--- config.mk ---
export PLATFORM = sky130hd
export DESIGN_NAME = clipped_spiral_scan_generator
export DESIGN_NICKNAME = d
export VERILOG_FILES = /design/src/csg_pkg.sv /design/src/csg_ctrl.sv /design/src/csg_datapath.sv /design/src/clipped_spiral_scan_generator.sv
export SDC_FILE = /design/constraint.sdc
export NUM_CORES = 1
export LEC_CHECK = 0
export BUFFER_PORTS_ARGS = -buffer_cell sky130_fd_sc_hd__buf_2
export CORE_ASPECT_RATIO = 0.75
export CORE_MARGIN = 1.5
export CORE_UTILIZATION = 60
export DETAILED_ROUTE_END_ITERATION = 12
export HOLD_SLACK_MARGIN = 0.08
export PLACE_DENSITY = 0.87
export REMOVE_ABC_BUFFERS = 1
export SLEW_MARGIN = 20
export SYNTH_ARGS = -nofsm -noshare
export SYNTH_HDL_FRONTEND = slang
export SYNTH_SLANG_ARGS = --single-unit
--- constraint.sdc ---
create_clock -name i_clk -period 3.8 [get_ports i_clk]
set_input_delay 0.38 -clock i_clk [delete_from_list [all_inputs] [get_ports i_clk]]
set_output_delay 0.38 -clock i_clk [all_outputs]
set_load 0.02 [all_outputs]
--- src/csg_pkg.sv ---
`timescale 1ns / 1ps
// Shared types, constants and helpers for the clipped spiral scan generator.
package csg_pkg;

    localparam int unsigned COORD_W = 4;
    localparam int unsigned POS_W   = 6;
    localparam int unsigned LEG_W   = 5;
    localparam int unsigned CNT_W   = 7;
    localparam int unsigned CELL_W  = 7;
    localparam int unsigned VIDX_W  = 6;

    localparam logic [COORD_W-1:0] MAX_SIDE   = 4'd8;
    localparam logic [COORD_W-1:0] SIDE_RESET = 4'd8;

    typedef enum logic [1:0] {
        HEAD_LEFT  = 2'd0,
        HEAD_UP    = 2'd1,
        HEAD_RIGHT = 2'd2,
        HEAD_DOWN  = 2'd3
    } t_heading;

    typedef enum logic {
        ST_IDLE = 1'b0,
        ST_WALK = 1'b1
    } t_state;

    typedef struct packed {
        logic load;
        logic walk;
    } t_cmd;

    typedef struct packed {
        logic done;
    } t_status;

    // Limits a 1-based value to the range 1..hi.
    function automatic logic [COORD_W-1:0] clamp_coord(
        input logic [COORD_W-1:0] v,
        input logic [COORD_W-1:0] hi
    );
        logic [COORD_W-1:0] r;
        if (v == '0) begin
            r = COORD_W'(1);
        end else if (v > hi) begin
            r = hi;
        end else begin
            r = v;
        end
        return r;
    endfunction

    function automatic logic signed [POS_W-1:0] step_row(input t_heading h);
        logic signed [POS_W-1:0] r;
        unique case (h)
            HEAD_UP:   r = -POS_W'(signed'(1));
            HEAD_DOWN: r = POS_W'(signed'(1));
            default:   r = '0;
        endcase
        return r;
    endfunction

    function automatic logic signed [POS_W-1:0] step_col(input t_heading h);
        logic signed [POS_W-1:0] r;
        unique case (h)
            HEAD_LEFT:  r = -POS_W'(signed'(1));
            HEAD_RIGHT: r = POS_W'(signed'(1));
            default:    r = '0;
        endcase
        return r;
    endfunction

endpackage

--- src/csg_ctrl.sv ---
`timescale 1ns / 1ps
// Controller state machine that starts a spiral walk and ends it after the last cell.
module csg_ctrl (
    input  logic             i_clk,
    input  logic             i_rst_n,
    input  logic             i_start_valid,
    input  csg_pkg::t_status i_status,
    output logic             o_start_ready,
    output csg_pkg::t_cmd    o_cmd
);
    import csg_pkg::*;

    t_state r_state;
    t_state n_state;

    always_ff @(posedge i_clk) begin
        if (!i_rst_n) begin
            r_state <= ST_IDLE;
        end else begin
            r_state <= n_state;
        end
    end

    always_comb begin
        n_state = r_state;
        unique case (r_state)
            ST_IDLE: begin
                if (i_start_valid) begin
                    n_state = ST_WALK;
                end
            end
            ST_WALK: begin
                if (i_status.done) begin
                    n_state = ST_IDLE;
                end
            end
            default: n_state = ST_IDLE;
        endcase
    end

    always_comb begin
        o_start_ready = 1'b0;
        o_cmd         = '0;
        unique case (r_state)
            ST_IDLE: begin
                o_start_ready = 1'b1;
                o_cmd.load    = i_start_valid;
            end
            ST_WALK: begin
                o_cmd.walk = 1'b1;
            end
            default: ;
        endcase
    end

endmodule

--- src/csg_datapath.sv ---
`timescale 1ns / 1ps
// Datapath holding the spiral position, leg counters and the output register.
module csg_datapath (
    input  logic                          i_clk,
    input  logic                          i_rst_n,
    input  csg_pkg::t_cmd                 i_cmd,
    input  logic [csg_pkg::COORD_W-1:0]   i_side,
    input  logic [csg_pkg::COORD_W-1:0]   i_start_row,
    input  logic [csg_pkg::COORD_W-1:0]   i_start_col,
    input  logic                          i_out_ready,
    output csg_pkg::t_status              o_status,
    output logic                          o_out_valid,
    output logic [csg_pkg::CELL_W-1:0]    o_cell_number,
    output logic [csg_pkg::VIDX_W-1:0]    o_visit_index,
    output logic                          o_last
);
    import csg_pkg::*;

    logic signed [POS_W-1:0] r_row;
    logic signed [POS_W-1:0] r_col;
    t_heading                r_heading;
    logic [LEG_W-1:0]        r_leg_len;
    logic [LEG_W-1:0]        r_leg_step;
    logic [CNT_W-1:0]        r_count;
    logic [COORD_W-1:0]      r_side;
    logic [CNT_W-1:0]        r_total;
    logic                    r_out_valid;
    logic [CELL_W-1:0]       r_cell;
    logic [VIDX_W-1:0]       r_vidx;
    logic                    r_last;

    logic                    in_grid;
    logic                    can_emit;
    logic                    emit;
    logic                    advance;
    logic                    is_last;
    logic                    leg_end;
    logic [CELL_W-1:0]       cell_num;
    logic [COORD_W-1:0]      row_c;
    logic [COORD_W-1:0]      col_c;

    assign in_grid = !r_row[POS_W-1] && (r_row < signed'(POS_W'(r_side)))
                  && !r_col[POS_W-1] && (r_col < signed'(POS_W'(r_side)));
    assign can_emit = !r_out_valid || i_out_ready;
    assign emit     = i_cmd.walk && in_grid && can_emit;
    assign advance  = i_cmd.walk && (!in_grid || can_emit);
    assign is_last  = (r_count + CNT_W'(1)) == r_total;
    assign leg_end  = (r_leg_step + LEG_W'(1)) >= r_leg_len;
    assign cell_num = CELL_W'(r_row[2:0] * r_side) + CELL_W'(r_col[2:0]) + CELL_W'(1);
    assign row_c    = clamp_coord(i_start_row, i_side);
    assign col_c    = clamp_coord(i_start_col, i_side);

    assign o_status.done = emit && is_last;

    always_ff @(posedge i_clk) begin
        if (i_cmd.load) begin
            r_side     <= i_side;
            r_total    <= CNT_W'(i_side * i_side);
            r_row      <= signed'(POS_W'(row_c)) - POS_W'(signed'(1));
            r_col      <= signed'(POS_W'(col_c)) - POS_W'(signed'(1));
            r_heading  <= HEAD_LEFT;
            r_leg_len  <= LEG_W'(1);
            r_leg_step <= '0;
            r_count    <= '0;
        end else if (advance) begin
            r_row <= r_row + step_row(r_heading);
            r_col <= r_col + step_col(r_heading);
            if (leg_end) begin
                r_leg_step <= '0;
                r_heading  <= t_heading'(r_heading + 2'd1);
                if (r_heading[0]) begin
                    r_leg_len <= r_leg_len + LEG_W'(1);
                end
            end else begin
                r_leg_step <= r_leg_step + LEG_W'(1);
            end
            if (emit) begin
                r_count <= r_count + CNT_W'(1);
            end
        end
    end

    always_ff @(posedge i_clk) begin
        if (!i_rst_n) begin
            r_out_valid <= 1'b0;
        end else if (emit) begin
            r_out_valid <= 1'b1;
        end else if (i_out_ready) begin
            r_out_valid <= 1'b0;
        end
    end

    always_ff @(posedge i_clk) begin
        if (emit) begin
            r_cell <= cell_num;
            r_vidx <= r_count[VIDX_W-1:0];
            r_last <= is_last;
        end
    end

    assign o_out_valid   = r_out_valid;
    assign o_cell_number = r_cell;
    assign o_visit_index = r_vidx;
    assign o_last        = r_last;

endmodule

--- src/clipped_spiral_scan_generator.sv ---
`timescale 1ns / 1ps
// A start loads the walk registers; the first cell then goes through the output register.
// Throughput: one spiral position per cycle unless a full output register that is not taken
// holds it; a new start is taken only after the walk has emitted its last cell.
// A full output register that is not taken holds the walk on an in-grid cell.
// Reset is synchronous and active low; it sets the grid side to 8 and empties the output.
module clipped_spiral_scan_generator (
    input  logic        i_clk,
    input  logic        i_rst_n,
    input  logic        s_axis_tvalid,
    output logic        s_axis_tready,
    input  logic [7:0]  s_axis_tdata,   // start_row [3:0], start_col [7:4]
    output logic        m_axis_tvalid,
    input  logic        m_axis_tready,
    output logic [15:0] m_axis_tdata,   // cell_number [6:0], visit_index [12:7], zero [15:13]
    output logic        m_axis_tlast,
    input  logic        i_cfg_valid,
    output logic        o_cfg_ready,
    input  logic [3:0]  i_cfg_data
);
    import csg_pkg::*;

    logic [COORD_W-1:0] r_grid_side;
    logic [COORD_W-1:0] side;
    t_cmd               cmd;
    t_status            status;
    logic [CELL_W-1:0]  cell_number;
    logic [VIDX_W-1:0]  visit_index;

    assign o_cfg_ready = 1'b1;

    always_ff @(posedge i_clk) begin
        if (!i_rst_n) begin
            r_grid_side <= SIDE_RESET;
        end else if (i_cfg_valid) begin
            r_grid_side <= i_cfg_data;
        end
    end

    assign side = clamp_coord(r_grid_side, MAX_SIDE);

    csg_ctrl u_ctrl (
        .i_clk         (i_clk),
        .i_rst_n       (i_rst_n),
        .i_start_valid (s_axis_tvalid),
        .i_status      (status),
        .o_start_ready (s_axis_tready),
        .o_cmd         (cmd)
    );

    csg_datapath u_datapath (
        .i_clk         (i_clk),
        .i_rst_n       (i_rst_n),
        .i_cmd         (cmd),
        .i_side        (side),
        .i_start_row   (s_axis_tdata[3:0]),
        .i_start_col   (s_axis_tdata[7:4]),
        .i_out_ready   (m_axis_tready),
        .o_status      (status),
        .o_out_valid   (m_axis_tvalid),
        .o_cell_number (cell_number),
        .o_visit_index (visit_index),
        .o_last        (m_axis_tlast)
    );

    assign m_axis_tdata = {3'b000, visit_index, cell_number};

endmodule

==> key figures, run 1 <==
Run
  • MaxCap Viol Count: 0

Die
  • Die area: 7402 um2
  • Die Ht: 74.89 um
  • Row cnt: 25
  • Io pins: 37
  • Starting Density: 63.85%
  • Core Region: 6475 um2
  • Die width: 98.85 um

Route
  • # DRC: 2
  • Initial DRT Pass Iterations: 9
  • Vias per inst: 5.743
  • Initial DRC count: 262
  • DR vias: 3,084
  • Drt wl/cell: 15.39 um
  • Routed WL: 8.266 mm
  • Antenna Nets Post-Route: 0

Global routing
  • Vias in the first global route: 2,846
  • First-pass GRT wire length: 13.52 mm
  • Gr busiest metal: met2
  • M1 GR Usage: 32.05%
  • Initial antenna violation count: 0
  • Met2 Use GR: 39.00%
  • Overflow after GRT: 0
  • Met3 Track Usage GR: 5.292%
  • Tot GR Track Use: 23.84%
  • Largest net degree at the start of global routing: 26

Timing
  • Setup_tns: 0 ps
  • Final setup vio count: 0
  • Fmax: 0.3114 GHz
  • Setup ws final: 588.9 ps
  • Final Hold Fails: 0
  • Fin crit period: 3211 ps
  • Fin crit share: 84.50%
  • Relative slew slack: 44.06%
  • RSZ-0062 raised after global routing: false
  • Final Max Tran Viols: 0
  • Worst Tran Pin Value: 838.2 ps
  • Post-Route Skew: 7.881 ps

Synth
  • Synthesis warning total: 0
  • Yosys cell types: 52
  • Post-Syn Area per Cell: 9.985 um2
  • Top cell type's share of synthesized area: 25.42%
  • Ranking of synthesized cells by area: edfxtp_1 (25%), ha_1 (16%), dfxtp_1 (12%)
  • Flops & latches, synth: 60
  • Post-synth top area cell: edfxtp_1
  • Part of the Yosys area used for sequential elements: 37.53%
  • Mapped Area: 4134 um2
  • EDFF count, synth: 35
  • Post-synth ARST share: 0%
  • Cells after Synth: 414
  • Primary FF master, synth: edfxtp_1

Critical path
  • Worst setup SP type: register
  • CP Max Fanout: 6
  • Setup crit end kind: register
  • CP Class: register to register
  • Worst path top cell family by delay: adder cells
  • Critical path's slowest cell: fa_1
  • Buf/Inv on CP: 2
  • CP max stage delay: 560 ps
  • Critical Path RT: 3900 ps
  • Critical path, cell by cell: and2_2 > fa_1 > inv_1 > fa_1 > inv_1 > ha_1 > a21o_1 > a21oi_1 > o21bai_1 > a21oi_1 > xnor2_1
  • Worst EP arrival: 3320 ps

Clock tree
  • Post-CTS setup buffers: 0
  • Number of CTS-inserted buffers: 9
  • Clk root buf: clkbuf_8
  • Clk slew on worst S/H paths: 70 ps
  • Resized cells post-CTS: 0
  • Worst skew pair latency: 350 ps
  • Cts hold-fix bufs: 0
  • CTS Sinks: 60
  • CTS tree: done
  • H-tree depth: 3
  • Bufs on Longest Clock Path: 2

Layout
  • Final net count: 529
  • Share of cells above drive strength 1: 12.94%
  • # diodes: 0
  • Leading cell type in the layout, fill and taps excluded: ha_1
  • Area grow syn2layout: 10.14%
  • Post-layout util: 70.32%
  • Multi-input gate area: 2354 um2
  • Filler instances: 462
  • FF/Latch Area: 1551 um2
  • Commonest non-fill, non-tap cells in the layout: ha_1 (53), inv_1 (49), edfxtp_1 (35)
  • Post-Layout Inst Area: 4553 um2

Hold path
  • Worst min path class: primary input to register

Placement
  • Worst slack at placement: 596.4 ps
  • Area post-placement: 4362 um2
  • Port Buffers: 32
  • Hpwl dp: 6.240 mm
  • Placer Congestion: 0.8279

Run status
  • Status: finished, violations left
  • Violated checks: design-rule violations

Power and ir drop
  • VDD IR max: 0.0005362 V
  • Leak: 2.037 nW
  • PD cells: 694.9 nW/um2
  • Overall Power: 3.164 mW
-- registers in the layout, indices dropped and copies added (netlist names) --
| signal | count |
|---|---|
| u_datapath.o_cell_number | 7 |
| u_datapath.r_count | 7 |
| u_datapath.o_visit_index | 6 |
| u_datapath.r_col | 6 |
| u_datapath.r_row | 6 |
| u_datapath.r_total | 6 |
| u_datapath.r_leg_len | 5 |
| u_datapath.r_leg_step | 5 |
| r_grid_side | 4 |
| u_datapath.r_side | 3 |
| u_datapath.r_heading | 2 |
| u_ctrl.r_state | 1 |
| u_datapath.o_last | 1 |
| u_datapath.o_out_valid | 1 |
-- power by group --
group          total [mW]  switching (mW)  leakage [nW]  internal, mW
logic                1.56           0.846          1.41         0.717
clock network       0.566           0.267        0.0910         0.298
registers            1.04           0.129         0.535         0.907
total                3.16            1.24          2.04          1.92
-- tightest hold or removal path: cells and delay by family --
kind,cells,cell delay [ps]
AOI/OAI and AO/OA,1,90
buffers and inverters,1,70
and+or+nand+nor,1,40
-- stage by stage --
stage | std cells | hold slack (ps)
2_1_floorplan | 407 | 448.3
3_3_place_gp | 521 | 475.2
3_5_place_dp | 521 | 486.4
4_1_cts | 537 | 259.1
5_1_grt | 537 | 287.6
6_report | 537 | 274.3
-- cells by family after synthesis --
kind of cell,Yosys count,synth area share (%)
compound gates,85,14.26
buf+inv,61,5.902
flops,60,37.53
xor+xnor,31,6.568
mux,14,3.420
fa+ha+maj,61,19.92
other cells,2,0.1817
simple gates,100,12.23
-- cell usage after synthesis, types with 2 or more instances --
library cell,count
ha_1,53
inv_1,49
edfxtp_1,35
dfxtp_1,25
nor2_1,24
xnor2_1,23
a21oi_1,22
nand2_1,22
o211ai_1,14
mux2i_1,13
nand3_1,13
a21o_1,8
fa_1,8
xor2_1,8
and2_1,7
o21ai_0,7
clkbuf_1,5
o22ai_1,5
or4_1,5
buf_4,4
nor2b_1,4
nor3_1,4
nor3b_1,4
a211oi_1,3
nand2b_1,3
nor4_1,3
o21bai_1,3
o22a_1,3
o311ai_0,3
o31ai_1,3
a22o_1,2
and2_2,2
and3_1,2
buf_1,2
conb_1,2
o21a_1,2
o2bb2ai_1,2
or2_2,2
or3_1,2
-- layout make-up --
cell class | instances | area share [%]
multi-input cells | 297 | 51.69
repair buffers | 33 | 3.682
well taps | 81 | 2.226
inverters | 50 | 4.122
flip-flops and latches | 60 | 34.08
clock buffers | 9 | 2.721
clock inverters | 7 | 1.484
-- path summary, 6_finish.rpt --
kind	from	endpoint	slack, ps	cells after the start
setup reg to reg	u_datapath.r_total[0]	u_datapath.o_cell_number[6]	590	11
hold / removal	i_cfg_data[3]	r_grid_side[3]	270	3
hold reg to reg	u_datapath.r_count[1]	u_datapath.r_count[1]	500	2
setup / recovery	u_datapath.r_total[0]	u_datapath.o_cell_number[6]	590	11
-- per-layer routing --
metal	vias up	wire, um	part of all wire (%)
met5	-	0	0
met4	0	120	1.5
met3	14	505	6.1
met2	108	3705	45
met1	1423	3935	48
li1	1539	-	-
Note: power is estimated with default switching activity, not from simulation.
==> inputs of run 2 (changes only) <==
- CORE_UTILIZATION: 60 -> 54
- PLACE_DENSITY: 0.87 -> 0.83
- clock period: 3.8 -> 2.9 ns (I/O delays scaled with it)
==> run 2 against run 1 <==
  * The flow now finishes without violations
  * Sequential power rose by 27%
  * Sequential share of layout area shrank 1.0 points
  * Hold slack worse by 110 ps
  * Critical endpoint unchanged
==> key figures, run 2 (same netlist as run 1, synthesis figures left out) <==
Placement
  • Placer Congestion: 0.8145
  • Hpwl dp: 6.442 mm
  • Area post-placement: 4492 um2
  • Port Buffers: 32

Clock tree
  • CTS tree: done
  • CTS Sinks: 60
  • Cts hold-fix bufs: 0
  • Number of CTS-inserted buffers: 9
  • H-tree depth: 3
  • Clk root buf: clkbuf_8
  • Clk slew on worst S/H paths: 70 ps
  • Worst skew pair latency: 350 ps
  • Bufs on Longest Clock Path: 2

Timing
  • Fin crit share: 99.40%
  • Final Max Tran Viols: 0
  • Fmax: 0.3469 GHz
  • RSZ-0062 raised after global routing: true
  • Final setup vio count: 0
  • Relative slew slack: 55.03%
  • Worst Tran Pin Value: 668.4 ps
  • Fin crit period: 2883 ps
  • Post-Route Skew: 10.07 ps
  • Final Hold Fails: 0

Die
  • Core Region: 7365 um2
  • Io pins: 37
  • Row cnt: 27
  • Die width: 104.0 um
  • Die area: 8195 um2
  • Starting Density: 56.13%
  • Die Ht: 78.78 um

Critical path
  • CP Max Fanout: 2
  • Critical Path RT: 3000 ps
  • Worst setup SP type: register
  • Worst EP arrival: 2990 ps
  • Setup crit end kind: register
  • CP Class: register to register

Layout
  • Final net count: 544
  • Post-layout util: 63.73%
  • Filler instances: 620
  • Leading cell type in the layout, fill and taps excluded: ha_1
  • Commonest non-fill, non-tap cells in the layout: ha_1 (51), inv_1 (49), edfxtp_1 (35)
  • Share of cells above drive strength 1: 16.99%
  • # diodes: 0
  • Area grow syn2layout: 13.53%
  • Post-Layout Inst Area: 4693 um2

Route
  • Initial DRT Pass Iterations: 6
  • Antenna Nets Post-Route: 0
  • Vias per inst: 5.517
  • DR vias: 3,156
  • Drt wl/cell: 14.43 um
  • # DRC: 0
  • Initial DRC count: 208
  • Routed WL: 8.252 mm

Power and ir drop
  • PD cells: 909.4 nW/um2
  • VDD IR max: 0.0006647 V
  • Leak: 2.105 nW
  • Overall Power: 4.268 mW

Global routing
  • Tot GR Track Use: 21.37%
  • Overflow after GRT: 0
  • Vias in the first global route: 2,970
  • Initial antenna violation count: 0
  • First-pass GRT wire length: 13.78 mm
  • Largest net degree at the start of global routing: 21

Run
  • MaxCap Viol Count: 0

Hold path
  • Worst min path class: primary input to register

Run status
  • Status: finished clean
[run 2: metal layers]
metal	GRT usage [%]	share of wire [%]
met1	28.43	47
met4	5.139	1.2
met3	6.076	6.9
met2	34.77	45
met5	0	0
[run 2: where the power goes]
| group | leakage (nW) | internal, mW | switching, mW |
|---|---|---|---|
| sequential | 0.535 | 1.19 | 0.138 |
| combinational | 1.48 | 1.07 | 1.19 |
| clock | 0.0896 | 0.313 | 0.362 |
[run 2: critical path, cell delays in order (launching register included)]
cell and delay (ps):
edfxtp_1 400, ha_2 210, fa_1 490, inv_1 50, fa_1 490, inv_1 60
ha_1 280, a21o_1 190, a21oi_2 150, o21bai_1 70, a21oi_1 160, xnor2_1 80
[run 2: timing repair]
| action | CTS | global route |
|---|---|---|
| setup endpoints to repair | 1 | 4 |
| resized for setup | 3 | 4 |
| buffers inserted | 1 | 0 |
| pin swaps | 4 | 0 |
[run 2: worst paths after layout]
check	cells past startpoint	to	slack, ps	startpoint
max reg2reg	11	u_datapath.o_cell_number[6]	20	u_datapath.r_row[1]
min	3	r_grid_side[3]	170	i_cfg_data[3]
max	11	u_datapath.o_cell_number[6]	20	u_datapath.r_row[1]
min reg2reg	2	u_datapath.r_count[1]	500	u_datapath.r_count[1]
[run 2: area by class of cell]
cell class              instances  area [um2]  area share [%]
clock inverters                 7       52.55           1.120
well taps                     101       126.4           2.693
multi-input cells             297        2371           50.52
clock buffers                   9       123.9           2.639
flip-flops and latches         60        1551           33.06
inverters                      50       187.7           3.999
repair buffers                 48       280.3           5.972
[run 2: metrics by stage]
step | setup TNS [ps] | hold WS [ps] | setup WS [ps] | instances
CTS | 0 | 156.8 | 18.07 | 572
floorplan | -113.0 | 388.6 | -113.0 | 407
finish | 0 | 167.6 | 17.26 | 572
detailed placement | -114.0 | 482.6 | -114.0 | 555
global route | -146.6 | 197.8 | -111.2 | 572
global placement | -34.17 | 473.5 | -34.17 | 555
